$ cat src/hw/rtl/c_subset_tokenizer_core_defines.svh
// assertion macros used by the tokenizer core rtl
`ifndef C_SUBSET_TOKENIZER_CORE_DEFINES_SVH
`define C_SUBSET_TOKENIZER_CORE_DEFINES_SVH

// same-cycle implication, held off during reset
`define CTOK_ASSERT_SAME(label, clk, rst_n, ante, cons, msg) \
    label: assert property (@(posedge clk) disable iff (!rst_n) (ante) |-> (cons)) \
        else $error(msg);

// next-cycle implication, held off during reset
`define CTOK_ASSERT_NEXT(label, clk, rst_n, ante, cons, msg) \
    label: assert property (@(posedge clk) disable iff (!rst_n) (ante) |=> (cons)) \
        else $error(msg);

`endif

$ cat src/hw/rtl/ctok_pkg.sv
// types, codes and lookup functions of the c subset tokenizer
package ctok_pkg;

    // result status codes
    localparam logic [1:0] ST_TOKEN = 2'd0;
    localparam logic [1:0] ST_END   = 2'd1;
    localparam logic [1:0] ST_ERROR = 2'd2;

    // token kind codes
    localparam logic [4:0] K_ID     = 5'd0;
    localparam logic [4:0] K_INT    = 5'd1;
    localparam logic [4:0] K_CHAR   = 5'd2;
    localparam logic [4:0] K_STRING = 5'd3;
    localparam logic [4:0] K_KW0    = 5'd4;
    localparam logic [4:0] K_EQ     = 5'd13;
    localparam logic [4:0] K_AND    = 5'd14;
    localparam logic [4:0] K_OR     = 5'd15;
    localparam logic [4:0] K_PUNCT0 = 5'd16;
    localparam logic [4:0] K_ASSIGN = 5'd21;
    localparam logic [4:0] K_AMP    = 5'd24;
    localparam logic [4:0] K_SLASH  = 5'd29;

    localparam int PREFIX_BITS = 48;
    localparam int NUM_KW      = 9;
    localparam int NUM_PUNCT   = 15;

    // scanner modes
    typedef enum logic [15:0] {
        MODE_IDLE       = 16'h0001,
        MODE_SLASH      = 16'h0002,
        MODE_COMMENT    = 16'h0004,
        MODE_CMT_STAR   = 16'h0008,
        MODE_IDENT      = 16'h0010,
        MODE_ZERO       = 16'h0020,
        MODE_NUMBER     = 16'h0040,
        MODE_EQ         = 16'h0080,
        MODE_AMP        = 16'h0100,
        MODE_BAR        = 16'h0200,
        MODE_CH_OPEN    = 16'h0400,
        MODE_CH_ESC     = 16'h0800,
        MODE_CH_CLOSE   = 16'h1000,
        MODE_STR_BODY   = 16'h2000,
        MODE_STR_ESC    = 16'h4000,
        MODE_HALT       = 16'h8000
    } scan_mode_t;

    // one result word
    typedef struct packed {
        logic [1:0]  status;
        logic [4:0]  kind;
        logic [31:0] begin_off;
        logic [31:0] end_off;
        logic        last;
    } result_t;

    // keywords packed first character in the low byte
    localparam logic [PREFIX_BITS-1:0] KW_PACKED [NUM_KW] = '{
        48'h0000_7261_6863,   // char
        48'h0000_6573_6c65,   // else
        48'h0000_6f74_6f67,   // goto
        48'h0000_0000_6669,   // if
        48'h0000_0074_6e69,   // int
        48'h6e72_7574_6572,   // return
        48'h0000_6469_6f76,   // void
        48'h0065_6c69_6877,   // while
        48'h0000_676e_6f6c    // long
    };
    localparam logic [2:0] KW_LEN [NUM_KW] = '{
        3'd4, 3'd4, 3'd4, 3'd2, 3'd3, 3'd6, 3'd4, 3'd5, 3'd4
    };

    // single punctuators in kind order
    localparam logic [7:0] PUNCT_CHARS [NUM_PUNCT] = '{
        8'h3b, 8'h3a, 8'h7b, 8'h7d, 8'h2c, 8'h3d, 8'h28, 8'h29,
        8'h26, 8'h21, 8'h2d, 8'h2b, 8'h2a, 8'h2f, 8'h3c
    };

    function automatic logic is_alpha(input logic [7:0] c);
        return (c >= 8'h61 && c <= 8'h7a) || (c >= 8'h41 && c <= 8'h5a) || c == 8'h5f;
    endfunction

    function automatic logic is_digit(input logic [7:0] c);
        return c >= 8'h30 && c <= 8'h39;
    endfunction

    // identifier or keyword kind from the stored prefix and length
    function automatic logic [4:0] word_kind(input logic [PREFIX_BITS-1:0] prefix,
                                             input logic [2:0] len);
        logic [4:0] kind;
        kind = K_ID;
        for (int k = 0; k < NUM_KW; k++) begin
            if (prefix == KW_PACKED[k] && len == KW_LEN[k])
                kind = K_KW0 + 5'(k);
        end
        return kind;
    endfunction

    // punctuator lookup: hit flag above the kind code
    function automatic logic [5:0] punct_lookup(input logic [7:0] c);
        logic [5:0] hit;
        hit = '0;
        for (int i = 0; i < NUM_PUNCT; i++) begin
            if (c == PUNCT_CHARS[i])
                hit = {1'b1, K_PUNCT0 + 5'(i)};
        end
        return hit;
    endfunction

    function automatic result_t mk_result(input logic [1:0] status, input logic [4:0] kind,
                                          input logic [31:0] b, input logic [31:0] e);
        result_t r;
        r.status    = status;
        r.kind      = kind;
        r.begin_off = b;
        r.end_off   = e;
        r.last      = 1'b0;
        return r;
    endfunction

endpackage

$ cat src/hw/rtl/ctok_result_fifo.sv
// four-word result queue taking up to two words per cycle
module ctok_result_fifo (
    input  logic               clk,
    input  logic               rst_n,
    input  logic [1:0]         push_n,
    input  ctok_pkg::result_t  push_first,
    input  ctok_pkg::result_t  push_second,
    output logic               room_two,
    output logic               out_valid,
    input  logic               out_ready,
    output ctok_pkg::result_t  out_word
);
    localparam int DEPTH  = 4;
    localparam int PTR_W  = $clog2(DEPTH);
    localparam int CNT_W  = $clog2(DEPTH + 1);

    ctok_pkg::result_t entry_reg [DEPTH];
    logic [PTR_W-1:0]  head_reg, head_next;
    logic [PTR_W-1:0]  tail_reg, tail_next;
    logic [CNT_W-1:0]  count_reg, count_next;
    logic              pop;
    logic [PTR_W-1:0]  tail_plus;

    assign pop       = out_valid && out_ready;
    assign out_valid = count_reg != '0;
    assign out_word  = entry_reg[head_reg];
    assign room_two  = count_reg <= CNT_W'(DEPTH - 2);
    assign tail_plus = tail_reg + PTR_W'(1);

    // pointer and fill bookkeeping
    always_comb
    begin
        head_next  = pop ? head_reg + PTR_W'(1) : head_reg;
        tail_next  = tail_reg + PTR_W'(push_n);
        count_next = count_reg + CNT_W'(push_n) - CNT_W'(pop);
    end

    always_ff @(posedge clk or negedge rst_n)
    begin
        if (!rst_n)
        begin
            head_reg  <= '0;
            tail_reg  <= '0;
            count_reg <= '0;
        end
        else
        begin
            head_reg  <= head_next;
            tail_reg  <= tail_next;
            count_reg <= count_next;
        end
    end

    // payload storage
    always_ff @(posedge clk)
    begin
        if (push_n != 2'd0)
            entry_reg[tail_reg] <= push_first;
        if (push_n == 2'd2)
            entry_reg[tail_plus] <= push_second;
    end
endmodule

$ cat src/hw/rtl/c_subset_tokenizer_core.sv
// streaming c subset tokenizer: byte in, token words out
//
// channel | handshake            | payload
// --------+----------------------+------------------------------------------------
// in      | in_valid / in_ready  | text_byte
// out     | out_valid / out_ready| result_status token_code begin_offset end_offset
//         |                      | last_of_run
//
// each byte is scanned in the cycle it is accepted; its words land in a four-deep
// result queue, so bytes go in one per cycle while the queue has room for two words.
// a byte that ends one token and emits another makes two words, and the output side
// drains one word per cycle, so the sustained rate is set by the output port.
// in_ready drops only when the queue holds three or more words.
// reset puts the scanner idle at offset zero; no clearing pass is needed.
`include "c_subset_tokenizer_core_defines.svh"

module c_subset_tokenizer_core #(
    parameter int OFFSET_BITS = 32
) (
    input  logic        clk,
    input  logic        rst_n,
    input  logic        in_valid,
    output logic        in_ready,
    input  logic [7:0]  text_byte,
    output logic        out_valid,
    input  logic        out_ready,
    output logic [1:0]  result_status,
    output logic [4:0]  token_code,
    output logic [31:0] begin_offset,
    output logic [31:0] end_offset,
    output logic        last_of_run
);
    localparam int PB = ctok_pkg::PREFIX_BITS;

    ctok_pkg::scan_mode_t   mode_reg, mode_next;
    logic [OFFSET_BITS-1:0] pos_reg, pos_next;
    logic [OFFSET_BITS-1:0] start_reg, start_next;
    logic [PB-1:0]          prefix_reg, prefix_next;
    logic [2:0]             len_reg, len_next;

    logic                   in_fire;
    logic [7:0]             c;
    logic [OFFSET_BITS-1:0] pos_plus;
    logic [31:0]            pos32, plus32, start32;
    logic                   redo, ended;
    logic                   a_vld, b_vld;
    ctok_pkg::result_t      res_a, res_b;
    logic [5:0]             punct_hit;
    logic [1:0]             push_n;
    ctok_pkg::result_t      push_first, push_second;
    ctok_pkg::result_t      out_word;
    logic                   room_two;

    assign in_ready  = room_two;
    assign in_fire   = in_valid && in_ready;
    assign c         = text_byte;
    assign pos_plus  = pos_reg + OFFSET_BITS'(1);
    assign pos32     = 32'(pos_reg);
    assign plus32    = 32'(pos_plus);
    assign start32   = 32'(start_reg);
    assign punct_hit = ctok_pkg::punct_lookup(c);

    // scanner step for the incoming byte
    always_comb
    begin
        mode_next   = mode_reg;
        pos_next    = pos_reg;
        start_next  = start_reg;
        prefix_next = prefix_reg;
        len_next    = len_reg;
        redo        = 1'b0;
        ended       = 1'b0;
        a_vld       = 1'b0;
        b_vld       = 1'b0;
        res_a       = ctok_pkg::mk_result(ctok_pkg::ST_TOKEN, ctok_pkg::K_ID, '0, '0);
        res_b       = res_a;

        // finish or extend the pending token
        unique case (mode_reg)
            ctok_pkg::MODE_IDLE: redo = 1'b1;
            ctok_pkg::MODE_SLASH:
            begin
                if (c == 8'h2a)
                    mode_next = ctok_pkg::MODE_COMMENT;
                else
                begin
                    a_vld = 1'b1;
                    res_a = ctok_pkg::mk_result(ctok_pkg::ST_TOKEN, ctok_pkg::K_SLASH,
                                                start32, pos32);
                    redo  = 1'b1;
                end
            end
            ctok_pkg::MODE_COMMENT:
            begin
                if (c == 8'h00)
                    redo = 1'b1;
                else if (c == 8'h2a)
                    mode_next = ctok_pkg::MODE_CMT_STAR;
            end
            ctok_pkg::MODE_CMT_STAR:
            begin
                if (c == 8'h00)
                    redo = 1'b1;
                else if (c == 8'h2f)
                    mode_next = ctok_pkg::MODE_IDLE;
                else if (c != 8'h2a)
                    mode_next = ctok_pkg::MODE_COMMENT;
            end
            ctok_pkg::MODE_IDENT:
            begin
                if (ctok_pkg::is_alpha(c) || ctok_pkg::is_digit(c))
                begin
                    if (len_reg < 3'd6)
                        prefix_next = prefix_reg | (PB'(c) << {len_reg, 3'b000});
                    if (len_reg < 3'd7)
                        len_next = len_reg + 3'd1;
                end
                else
                begin
                    a_vld = 1'b1;
                    res_a = ctok_pkg::mk_result(ctok_pkg::ST_TOKEN,
                                                ctok_pkg::word_kind(prefix_reg, len_reg),
                                                start32, pos32);
                    redo  = 1'b1;
                end
            end
            ctok_pkg::MODE_ZERO:
            begin
                a_vld = 1'b1;
                res_a = ctok_pkg::mk_result(ctok_pkg::ST_TOKEN, ctok_pkg::K_INT,
                                            start32, pos32);
                redo  = 1'b1;
            end
            ctok_pkg::MODE_NUMBER:
            begin
                if (!ctok_pkg::is_digit(c))
                begin
                    a_vld = 1'b1;
                    res_a = ctok_pkg::mk_result(ctok_pkg::ST_TOKEN, ctok_pkg::K_INT,
                                                start32, pos32);
                    redo  = 1'b1;
                end
            end
            ctok_pkg::MODE_EQ:
            begin
                a_vld = 1'b1;
                if (c == 8'h3d)
                begin
                    res_a = ctok_pkg::mk_result(ctok_pkg::ST_TOKEN, ctok_pkg::K_EQ,
                                                start32, plus32);
                    mode_next = ctok_pkg::MODE_IDLE;
                end
                else
                begin
                    res_a = ctok_pkg::mk_result(ctok_pkg::ST_TOKEN, ctok_pkg::K_ASSIGN,
                                                start32, pos32);
                    redo  = 1'b1;
                end
            end
            ctok_pkg::MODE_AMP:
            begin
                a_vld = 1'b1;
                if (c == 8'h26)
                begin
                    res_a = ctok_pkg::mk_result(ctok_pkg::ST_TOKEN, ctok_pkg::K_AND,
                                                start32, plus32);
                    mode_next = ctok_pkg::MODE_IDLE;
                end
                else
                begin
                    res_a = ctok_pkg::mk_result(ctok_pkg::ST_TOKEN, ctok_pkg::K_AMP,
                                                start32, pos32);
                    redo  = 1'b1;
                end
            end
            ctok_pkg::MODE_BAR:
            begin
                a_vld = 1'b1;
                if (c == 8'h7c)
                begin
                    res_a = ctok_pkg::mk_result(ctok_pkg::ST_TOKEN, ctok_pkg::K_OR,
                                                start32, plus32);
                    mode_next = ctok_pkg::MODE_IDLE;
                end
                else
                begin
                    res_a = ctok_pkg::mk_result(ctok_pkg::ST_ERROR, ctok_pkg::K_ID,
                                                start32, pos32);
                    mode_next = ctok_pkg::MODE_HALT;
                end
            end
            ctok_pkg::MODE_CH_OPEN:
            begin
                if (c == 8'h00 || c == 8'h27)
                begin
                    a_vld = 1'b1;
                    res_a = ctok_pkg::mk_result(ctok_pkg::ST_ERROR, ctok_pkg::K_ID,
                                                start32, pos32);
                    mode_next = ctok_pkg::MODE_HALT;
                end
                else if (c == 8'h5c)
                    mode_next = ctok_pkg::MODE_CH_ESC;
                else
                    mode_next = ctok_pkg::MODE_CH_CLOSE;
            end
            ctok_pkg::MODE_CH_ESC:
            begin
                if (c == 8'h6e || c == 8'h27 || c == 8'h5c)
                    mode_next = ctok_pkg::MODE_CH_CLOSE;
                else
                begin
                    a_vld = 1'b1;
                    res_a = ctok_pkg::mk_result(ctok_pkg::ST_ERROR, ctok_pkg::K_ID,
                                                start32, pos32);
                    mode_next = ctok_pkg::MODE_HALT;
                end
            end
            ctok_pkg::MODE_CH_CLOSE:
            begin
                a_vld = 1'b1;
                if (c == 8'h27)
                begin
                    res_a = ctok_pkg::mk_result(ctok_pkg::ST_TOKEN, ctok_pkg::K_CHAR,
                                                start32, plus32);
                    mode_next = ctok_pkg::MODE_IDLE;
                end
                else
                begin
                    res_a = ctok_pkg::mk_result(ctok_pkg::ST_ERROR, ctok_pkg::K_ID,
                                                start32, pos32);
                    mode_next = ctok_pkg::MODE_HALT;
                end
            end
            ctok_pkg::MODE_STR_BODY:
            begin
                if (c == 8'h00)
                begin
                    a_vld = 1'b1;
                    res_a = ctok_pkg::mk_result(ctok_pkg::ST_ERROR, ctok_pkg::K_ID,
                                                start32, pos32);
                    mode_next = ctok_pkg::MODE_HALT;
                end
                else if (c == 8'h22)
                begin
                    a_vld = 1'b1;
                    res_a = ctok_pkg::mk_result(ctok_pkg::ST_TOKEN, ctok_pkg::K_STRING,
                                                start32, plus32);
                    mode_next = ctok_pkg::MODE_IDLE;
                end
                else if (c == 8'h5c)
                    mode_next = ctok_pkg::MODE_STR_ESC;
            end
            ctok_pkg::MODE_STR_ESC:
            begin
                if (c == 8'h6e || c == 8'h22 || c == 8'h5c)
                    mode_next = ctok_pkg::MODE_STR_BODY;
                else
                begin
                    a_vld = 1'b1;
                    res_a = ctok_pkg::mk_result(ctok_pkg::ST_ERROR, ctok_pkg::K_ID,
                                                start32, pos32);
                    mode_next = ctok_pkg::MODE_HALT;
                end
            end
            default: mode_next = ctok_pkg::MODE_HALT;
        endcase

        // start a new token from this byte
        if (redo)
        begin
            mode_next  = ctok_pkg::MODE_IDLE;
            start_next = pos_reg;
            priority if (c == 8'h00)
            begin
                b_vld = 1'b1;
                res_b = ctok_pkg::mk_result(ctok_pkg::ST_END, ctok_pkg::K_ID, pos32, pos32);
                ended = 1'b1;
            end
            else if (c == 8'h20 || c == 8'h09 || c == 8'h0a || c == 8'h0d)
                mode_next = ctok_pkg::MODE_IDLE;
            else if (ctok_pkg::is_alpha(c))
            begin
                mode_next   = ctok_pkg::MODE_IDENT;
                prefix_next = PB'(c);
                len_next    = 3'd1;
            end
            else if (c == 8'h2f)
                mode_next = ctok_pkg::MODE_SLASH;
            else if (c == 8'h30)
                mode_next = ctok_pkg::MODE_ZERO;
            else if (c == 8'h27)
                mode_next = ctok_pkg::MODE_CH_OPEN;
            else if (c == 8'h22)
                mode_next = ctok_pkg::MODE_STR_BODY;
            else if (c == 8'h3d)
                mode_next = ctok_pkg::MODE_EQ;
            else if (c == 8'h26)
                mode_next = ctok_pkg::MODE_AMP;
            else if (c == 8'h7c)
                mode_next = ctok_pkg::MODE_BAR;
            else if (ctok_pkg::is_digit(c))
                mode_next = ctok_pkg::MODE_NUMBER;
            else if (punct_hit[5])
            begin
                b_vld = 1'b1;
                res_b = ctok_pkg::mk_result(ctok_pkg::ST_TOKEN, punct_hit[4:0], pos32, plus32);
            end
            else
            begin
                b_vld     = 1'b1;
                res_b     = ctok_pkg::mk_result(ctok_pkg::ST_ERROR, ctok_pkg::K_ID,
                                                pos32, pos32);
                mode_next = ctok_pkg::MODE_HALT;
            end
        end

        // byte offset advance, restart after end of text
        if (ended)
        begin
            mode_next = ctok_pkg::MODE_IDLE;
            pos_next  = '0;
        end
        else if (mode_next != ctok_pkg::MODE_HALT)
            pos_next = pos_plus;
    end

    // pack the words of this byte for the queue
    always_comb
    begin
        push_n      = in_fire ? 2'(a_vld) + 2'(b_vld) : 2'd0;
        push_first  = a_vld ? res_a : res_b;
        push_second = res_b;
        push_first.last  = !(a_vld && b_vld);
        push_second.last = 1'b1;
    end

    // scanner state
    always_ff @(posedge clk or negedge rst_n)
    begin
        if (!rst_n)
        begin
            mode_reg   <= ctok_pkg::MODE_IDLE;
            pos_reg    <= '0;
            start_reg  <= '0;
            prefix_reg <= '0;
            len_reg    <= '0;
        end
        else if (in_fire)
        begin
            mode_reg   <= mode_next;
            pos_reg    <= pos_next;
            start_reg  <= start_next;
            prefix_reg <= prefix_next;
            len_reg    <= len_next;
        end
    end

    ctok_result_fifo u_result_fifo (
        .clk         (clk),
        .rst_n       (rst_n),
        .push_n      (push_n),
        .push_first  (push_first),
        .push_second (push_second),
        .room_two    (room_two),
        .out_valid   (out_valid),
        .out_ready   (out_ready),
        .out_word    (out_word)
    );

    assign result_status = out_word.status;
    assign token_code    = out_word.kind;
    assign begin_offset  = out_word.begin_off;
    assign end_offset    = out_word.end_off;
    assign last_of_run   = out_word.last;

    // checks
    `CTOK_ASSERT_SAME(a_halt_silent, clk, rst_n,
        in_fire && mode_reg == ctok_pkg::MODE_HALT, push_n == 2'd0,
        "halted scanner produced a word")
    `CTOK_ASSERT_SAME(a_pair_last, clk, rst_n,
        push_n == 2'd2, !push_first.last && push_second.last,
        "two-word byte has wrong last flags")
    `CTOK_ASSERT_NEXT(a_end_restart, clk, rst_n,
        in_fire && ended, pos_reg == '0 && mode_reg == ctok_pkg::MODE_IDLE,
        "offset did not restart after end of text")
    `CTOK_ASSERT_NEXT(a_error_halts, clk, rst_n,
        push_n != 2'd0 && ((a_vld && res_a.status == ctok_pkg::ST_ERROR)
                           || (b_vld && res_b.status == ctok_pkg::ST_ERROR)),
        mode_reg == ctok_pkg::MODE_HALT,
        "error word without halt")
endmodule

$ cat config.mk
export PLATFORM = sky130hd
export DESIGN_NAME = c_subset_tokenizer_core
export DESIGN_NICKNAME = d
export VERILOG_FILES = /design/src/hw/rtl/ctok_pkg.sv /design/src/hw/rtl/ctok_result_fifo.sv /design/src/hw/rtl/c_subset_tokenizer_core.sv
export VERILOG_INCLUDE_DIRS = /design/src /design/src/hw/rtl
export SDC_FILE = /design/constraint.sdc
export NUM_CORES = 1
export LEC_CHECK = 0
export BUFFER_PORTS_ARGS = -buffer_cell sky130_fd_sc_hd__buf_2
export CORE_UTILIZATION = 56
export DETAILED_ROUTE_END_ITERATION = 6
export PLACE_DENSITY = 0.73
export SYNTH_ARGS = -nofsm -noshare
export SYNTH_HDL_FRONTEND = slang
export SYNTH_SLANG_ARGS = --single-unit
$ cat constraint.sdc
create_clock -name clk -period 11.65 [get_ports clk]
set_input_delay 1.165 -clock clk [delete_from_list [all_inputs] [get_ports clk]]
set_output_delay 1.165 -clock clk [all_outputs]
set_load 0.01 [all_outputs]
==> summary.md, run 1 <==
| Metric | Value |
|---|---|
| Bufs on Longest Clock Path | 3 |
| Via count | 18300 |
| Remaining antenna violation count | 0 |
| Xor/xnor share of the synthesized area | 1.41% |
| Placed insts | 2432 |
| Core ar. | 0.0402 sq mm |
| RSZ-0062 raised after global routing | false |
| Status | completed |
| Share of cells above drive strength 1 | 17.8% |
| First-pass GRT wire length | 107000 um |
| Syn avg cell area | 11.6 sq um |
| Setup WS post-layout | 5.09 ns |
| Chip height | 205 um |
| Drc violations | 0 |
| Fin. max-slew vios | 0 |
| F_max | 0.152 GHz |
| EDFF count, synth | 284 |
| Clock Skew | 0.0223 ns |
| DR pass1 iterations | 6 |
| Final non-filler cell total | 2519 |
| Max Cap Violations | 0 |
| Met2 WL | 34000 um |
| Worst Path Required | 11.93 ns |
| Crit. End Element | flip-flop |
| GR Overflow Total | 0 |
| Max FFs per register | 288 |
| Post-synthesis cell count | 1988 |
| Final core occ | 62.7% |
| M1 WL | 27300 um |
| Slew HR | 15.1% |
| Setup Slack @ Placement | 4.69 ns |
| Clock Latency Late Sink | 0.59 ns |
| Setup_tns | 0 ns |
| Iter 0 DRT Violations | 2313 |
| Synth Warn # | 0 |
| Number of global-route vias before repair | 17600 |
| Register area | 0.0121 sq mm |
| IO buf count | 85 |
| DR WL met3 | 6620 um |
| Nets@finish | 1980 |
| TritonCTS Buffers | 47 |
| Tmin final | 6.56 ns |
| Placed wire-length estimate | 45000 um |
| Post-CTS setup buffers | 0 |
| Worst-Margin Slew | 1.27 ns |
| Largest net degree at the start of global routing | 107 |
| Crit-path cells | buf_2 > nor4b_2 > and3_1 > nor3b_1 > a2111oi_0 > nand4_1 > ha_1 > o21ai_0 > or3_1 > nand2b_1 > o22ai_1 |
| R2r worst-path depth | 11 |
| Final Hold Viols | 0 |
| Routability congestion estimate | 1.01 |
| Leakage Power | 8.88 nW |
| # IOs | 86 |
| Area after DPL | 0.0236 sq mm |
| Multi-input gate area | 0.0102 sq mm |
| Power per cell area | 156 mW/mm^2 |
| Setup violations, final | 0 |
| DRT Wirelength | 70400 um |
| Worst min-delay path category | reg2reg |
| Final instance area | 0.0252 sq mm |
| Filler instances | 3117 |
| Post-Synth Adder-Cell Area | 0.684% |
| Mux cell area share after synthesis | 8.78% |
| Tcrit/Tclk final | 56.3% |
| CTS tree | yes |
| Simple logic cell fraction of the synthesized area | 14.4% |
| Main combinational cell family by area after synthesis | compound AO/OA/AOI/OAI gates |
| Most used DFF post-synth | edfxtp_1 |
| Max stage delay on crit path | 1.05 ns |
| Routed len/inst | 28.0 um |
| Ant. Diodes | 0 |
| Clock Sink Count | 426 |
| Synth-to-Final Area Change | 9.31% |
| Netlist cell types | 96 |
| Synth Cell Area | 0.0230 sq mm |
| Syn nets | 2012 |
| Post-DR vias/cell | 7.28 |
| WS Path Type | in2reg |
| Worst path slowest cell | nand2b_1 |
| H-tree Lvls | 2 |
| Initial Utilization | 57.3% |
| Die X-Extent | 205 um |
| Initial antenna violation count | 0 |
| Post-CTS sizing | 0 |
| Row count | 73 |
| Hold buffers post-CTS | 0 |
| Max Used Layer | met4 |
| IR drop worst, VDD | 111 uV |
| Global-route usage over all layers | 33.7% |
| Root Driver | clkbuf_16 |
| Hold Path Depth | 1 |
| Register area share after synthesis | 52.3% |
| Synth Area in Compound Gates | 18.4% |
| Die ar. | 0.0420 sq mm |
| Synth Register Bits | 426 |
| Startpoint Class | input port |
| Crit Path Max Fanout | 24 |
| Ys async rst share | 32.4% |
| WP data arrival | 6.84 ns |
| Reg clk slew, reported paths | 0.06 ns |
-- per-stage QoR --
step	hold slack [ns]	total power, mW
floorplan	0.427	2.18
global placement	0.439	2.47
detailed placement	0.456	2.48
CTS	0.474	3.95
global route	0.494	4.06
finish	0.474	3.93
-- path summary, 6_finish.rpt --
check / startpoint / endpoint / slack (ns)
min reg2reg: u_result_fifo.entry_reg[1][0] / u_result_fifo.entry_reg[1][0] / 0.47
max reg2reg: mode_reg[8] / u_result_fifo.entry_reg[0][12] / 5.27
min: u_result_fifo.entry_reg[1][0] / u_result_fifo.entry_reg[1][0] / 0.47
min in group asynchronous: rst_n / prefix_reg[9] / 0.67
max in group asynchronous: rst_n / start32[20] / 9.63
max: text_byte[5] / u_result_fifo.entry_reg[0][12] / 5.09
-- cells by family after synthesis --
logic type                 Yosys count
AOI/OAI and AO/OA                  585
buffers and inverters              223
muxes                              108
adders and majority gates           12
and+or+nand+nor                    597
DFF                                426
xor gates and xnor gates            37
-- power breakdown --
group | internal, mW | switching, mW | total, mW
Clock | 0.887 | 0.602 | 1.49
Sequential | 1.63 | 0.0936 | 1.72
Combinational | 0.334 | 0.382 | 0.716
Total | 2.85 | 1.08 | 3.93
-- cells in the mapped netlist (all sizes together) (10+ instances only) --
cell type | count | area, sq um
nor4b | 13 | 135
nor2b | 16 | 100
mux2 | 34 | 383
nand2b | 16 | 108
mux4 | 72 | 1620
nor2 | 134 | 503
and3 | 26 | 168
a21oi | 77 | 400
xnor2 | 18 | 158
a22o | 13 | 114
or4 | 15 | 116
or3 | 13 | 81.3
nand2 | 137 | 514
nor3 | 50 | 277
edfxtp | 284 | 8530
xor2 | 19 | 166
and4 | 10 | 87.6
a32o | 128 | 1280
nand3 | 40 | 215
inv | 26 | 97.6
ha | 11 | 138
nand4 | 31 | 209
buf | 73 | 362
clkbuf | 124 | 468
nor4 | 30 | 282
and2 | 22 | 138
o22ai | 144 | 901
dfrtp | 137 | 3430
o21ai | 100 | 527
o31ai | 37 | 278
-- placed cells by master (no fill, tap or decap), types with 9 or more instances in the layout --
cell type / count
mux4_2: 72
a32o_1: 128
xnor2_1: 18
nor2_1: 133
inv_1: 25
nand2b_1: 15
nor4_1: 21
xor2_1: 19
a22o_1: 13
nand4_1: 30
clkbuf_16: 48
and4_1: 10
mux2_2: 34
nand3_1: 37
o21a_1: 9
ha_1: 11
o22ai_1: 144
nor2b_1: 14
o31ai_1: 37
and2_1: 20
o21ai_0: 93
nor4b_1: 11
buf_4: 31
edfxtp_1: 284
or4_1: 14
or3_1: 13
clkbuf_1: 15
a21oi_1: 71
nand2_1: 133
buf_2: 84
dfrtp_1: 135
and3_1: 25
nor3_1: 46
-- per-layer routing --
metal	vias to the layer above	GRT usage, %
met1	9171	46.4
met2	1146	54.1
met5	-	0
met3	171	4.60
met4	0	13.8
li1	7860	-
-- area by class of cell --
type / instances / share of cell area (%)
multi-input combinational: 1339 / 40.3
sequential: 426 / 47.9
clock buffer: 69 / 5.32
timing repair buffer: 116 / 2.64
clock inverter: 18 / 0.820
inverter: 26 / 0.397
tap: 525 / 2.61
-- critical path, delay by kind of cell --
family,cells,cell delay (ns)
compound gates,3,1.04
buf+inv,1,0.24
simple gates,6,3.70
fa+ha+maj,1,0.66
Note: power is estimated with default switching activity, not from simulation.
==> run 2: changes to the inputs <==
==> constraint.sdc (replaced) <==
create_clock -name clk -period 6.7 [get_ports clk]
set_input_delay 0.67 -clock clk [delete_from_list [all_inputs] [get_ports clk]]
set_output_delay 0.67 -clock clk [all_outputs]
set_load 0.01 [all_outputs]
==> run 2 against run 1 <==
  * Final cell count rose by 0.64%
  * Cell area up 0.97%
  * Register-to-register slack lost 4.0 ns
  * Die area unchanged
  * Power rose by 75%
  * Clock power is 77% higher
  * Combinational power up 75%
  * Core utilization up 0.61 points
  * Sequential power up 73%
==> summary.md, run 2 (synthesis gave the netlist of run 1 again) <==
| Metric | Value |
|---|---|
| Drc violations | 0 |
| Sw Ratio | 27.7% |
| F_max | 0.185 GHz |
| Chip height | 205 um |
| Synth-to-Final Area Change | 10.4% |
| Row count | 73 |
| Int Pwr | 4.95 mW |
| P_sw | 1.90 mW |
| Clock Sink Count | 426 |
| Max Cap Violations | 0 |
| Worst Path Required | 7.12 ns |
| Remaining antenna violation count | 0 |
| GR Overflow Total | 0 |
| Crit-path most repeated cell | buf_4 |
| Setup_tns | 0 ns |
| IO buf count | 85 |
| Hold buffers post-CTS | 0 |
| WS Path Type | reg2reg |
| Worst-Margin Slew | 1.18 ns |
| Via count | 18500 |
| Most frequent cells in the layout | 284 x edfxtp_1, 144 x o22ai_1, 135 x dfrtp_1 |
| Max Used Layer | met4 |
| Met2 WL | 34800 um |
| Placed wire-length estimate | 45900 um |
| Startpoint Class | flip-flop |
| Clock Latency Late Sink | 0.61 ns |
| DR pass1 iterations | 6 |
| Die X-Extent | 205 um |
| Most common cell after layout, fill and taps aside | edfxtp_1 |
| Share of power burned in registers | 43.4% |
| Ant. Diodes | 0 |
| Die ar. | 0.0420 sq mm |
| First-pass GRT wire length | 109000 um |
| Reg clk slew, reported paths | 0.06 ns |
| WP data arrival | 5.83 ns |
| Initial Utilization | 57.3% |
| RSZ-0062 raised after global routing | false |
| Initial antenna violation count | 0 |
| Iter 0 DRT Violations | 2294 |
| Post-CTS sizing | 0 |
| Fin. max-slew vios | 0 |
| Crit-path cells | or4_1 > or4_4 > o32ai_2 > nor4_4 > a21o_1 > inv_4 > buf_4 > buf_4 > o21ai_0 > or2_2 > o31ai_1 |
| Delay-heaviest family, CP | simple AND/OR/NAND/NOR gates |
| DR WL met3 | 6710 um |
| Final Hold Viols | 0 |
| Clock share of power | 38.4% |
| Critical path buffers and inverters | 3 |
| Number of global-route vias before repair | 17700 |
| Largest net degree at the start of global routing | 106 |
| CTS tree | yes |
| Setup WS post-layout | 1.29 ns |
| IR drop worst, VDD | 180 uV |
| Nets@finish | 1996 |
| Global-route usage over all layers | 34.6% |
| Crit Path Max Fanout | 105 |
| Routability congestion estimate | 0.983 |
| Clock Skew | 0.0347 ns |
| # IOs | 86 |
| Root Driver | clkbuf_16 |
| Filler instances | 3202 |
| Leakage Power | 9.01 nW |
| Post-CTS setup buffers | 0 |
| Routed len/inst | 28.3 um |
| M1 WL | 27400 um |
| Crit. End Element | flip-flop |
| Power per cell area | 269 mW/mm^2 |
| Worst path slowest cell | buf_4 |
| Worst min-delay path category | in2async |
| Share of cells above drive strength 1 | 19.0% |
| Max FFs per register | 288 |
| Tmin final | 5.41 ns |
| Bufs on Longest Clock Path | 3 |
| Total power | 6.85 mW |
| Final core occ | 63.3% |
| Post-DR vias/cell | 7.30 |
| Setup violations, final | 0 |
| Max stage delay on crit path | 0.93 ns |
| H-tree Lvls | 2 |
| Slew HR | 20.5% |
| Status | completed |
| TritonCTS Buffers | 46 |
| Setup Slack @ Placement | 0.883 ns |
| Tcrit/Tclk final | 80.7% |
| DRT Wirelength | 71800 um |
| Logic pwr share | 18.3% |
| Core ar. | 0.0402 sq mm |
## run 2: final timing paths
path                       slack, ns  depth (start not counted)                       endpoint                           from
setup / recovery                1.29                         11  u_result_fifo.entry_reg[3][8]                    mode_reg[1]
hold / removal                  0.14                          1     u_result_fifo.count_reg[0]                          rst_n
setup reg to reg                1.29                         11  u_result_fifo.entry_reg[3][8]                    mode_reg[1]
hold reg to reg                 0.47                          1  u_result_fifo.entry_reg[3][0]  u_result_fifo.entry_reg[3][0]
max in group asynchronous       5.16                          2                    start32[16]                          rst_n
min in group clk                0.44                          3      u_result_fifo.head_reg[0]                      out_ready
## run 2: layer usage
layer / track usage, % / vias to the layer above
li1: - / 7893
met1: 46.5 / 9227
met2: 56.7 / 1195
met3: 4.55 / 188
met4: 14.6 / 0
met5: 0 / -
## run 2: per-stage QoR
stage | cell area (sq um) | hold slack [ns] | cells
floorplan | 23000 | 0.374 | 1988
global placement | 23900 | 0.442 | 2449
detailed placement | 23900 | 0.461 | 2449
CTS | 25400 | 0.150 | 2535
global route | 25400 | 0.190 | 2535
finish | 25400 | 0.136 | 2535
## run 2: layout make-up
cell class	count	area, sq um	share of cell area, %
inverters	26	100	0.394
well taps	525	657	2.58
clock buffers	52	1200	4.74
multi-input cells	1339	10200	39.9
repair buffers	133	892	3.51
flip-flops and latches	426	12100	47.5
clock inverters	34	353	1.39
## run 2: power groups by stage
stage	Sequential, mW	Clock (mW)	Combinational (mW)
floorplan	2.92	0	0.883
global placement	3.02	0	1.26
detailed placement	3.03	0	1.26
CTS	2.97	2.65	1.27
global route	2.99	2.74	1.34
finish	2.97	2.63	1.25
## run 2: worst reg2reg max path, delay by kind of cell (launching register included)
| family | cells | cell delay, ns |
|---|---|---|
| AND/OR/NAND/NOR | 4 | 1.97 |
| flip-flops | 1 | 0.50 |
| buffers and inverters | 3 | 1.57 |
| AO/OA/AOI/OAI | 4 | 1.19 |
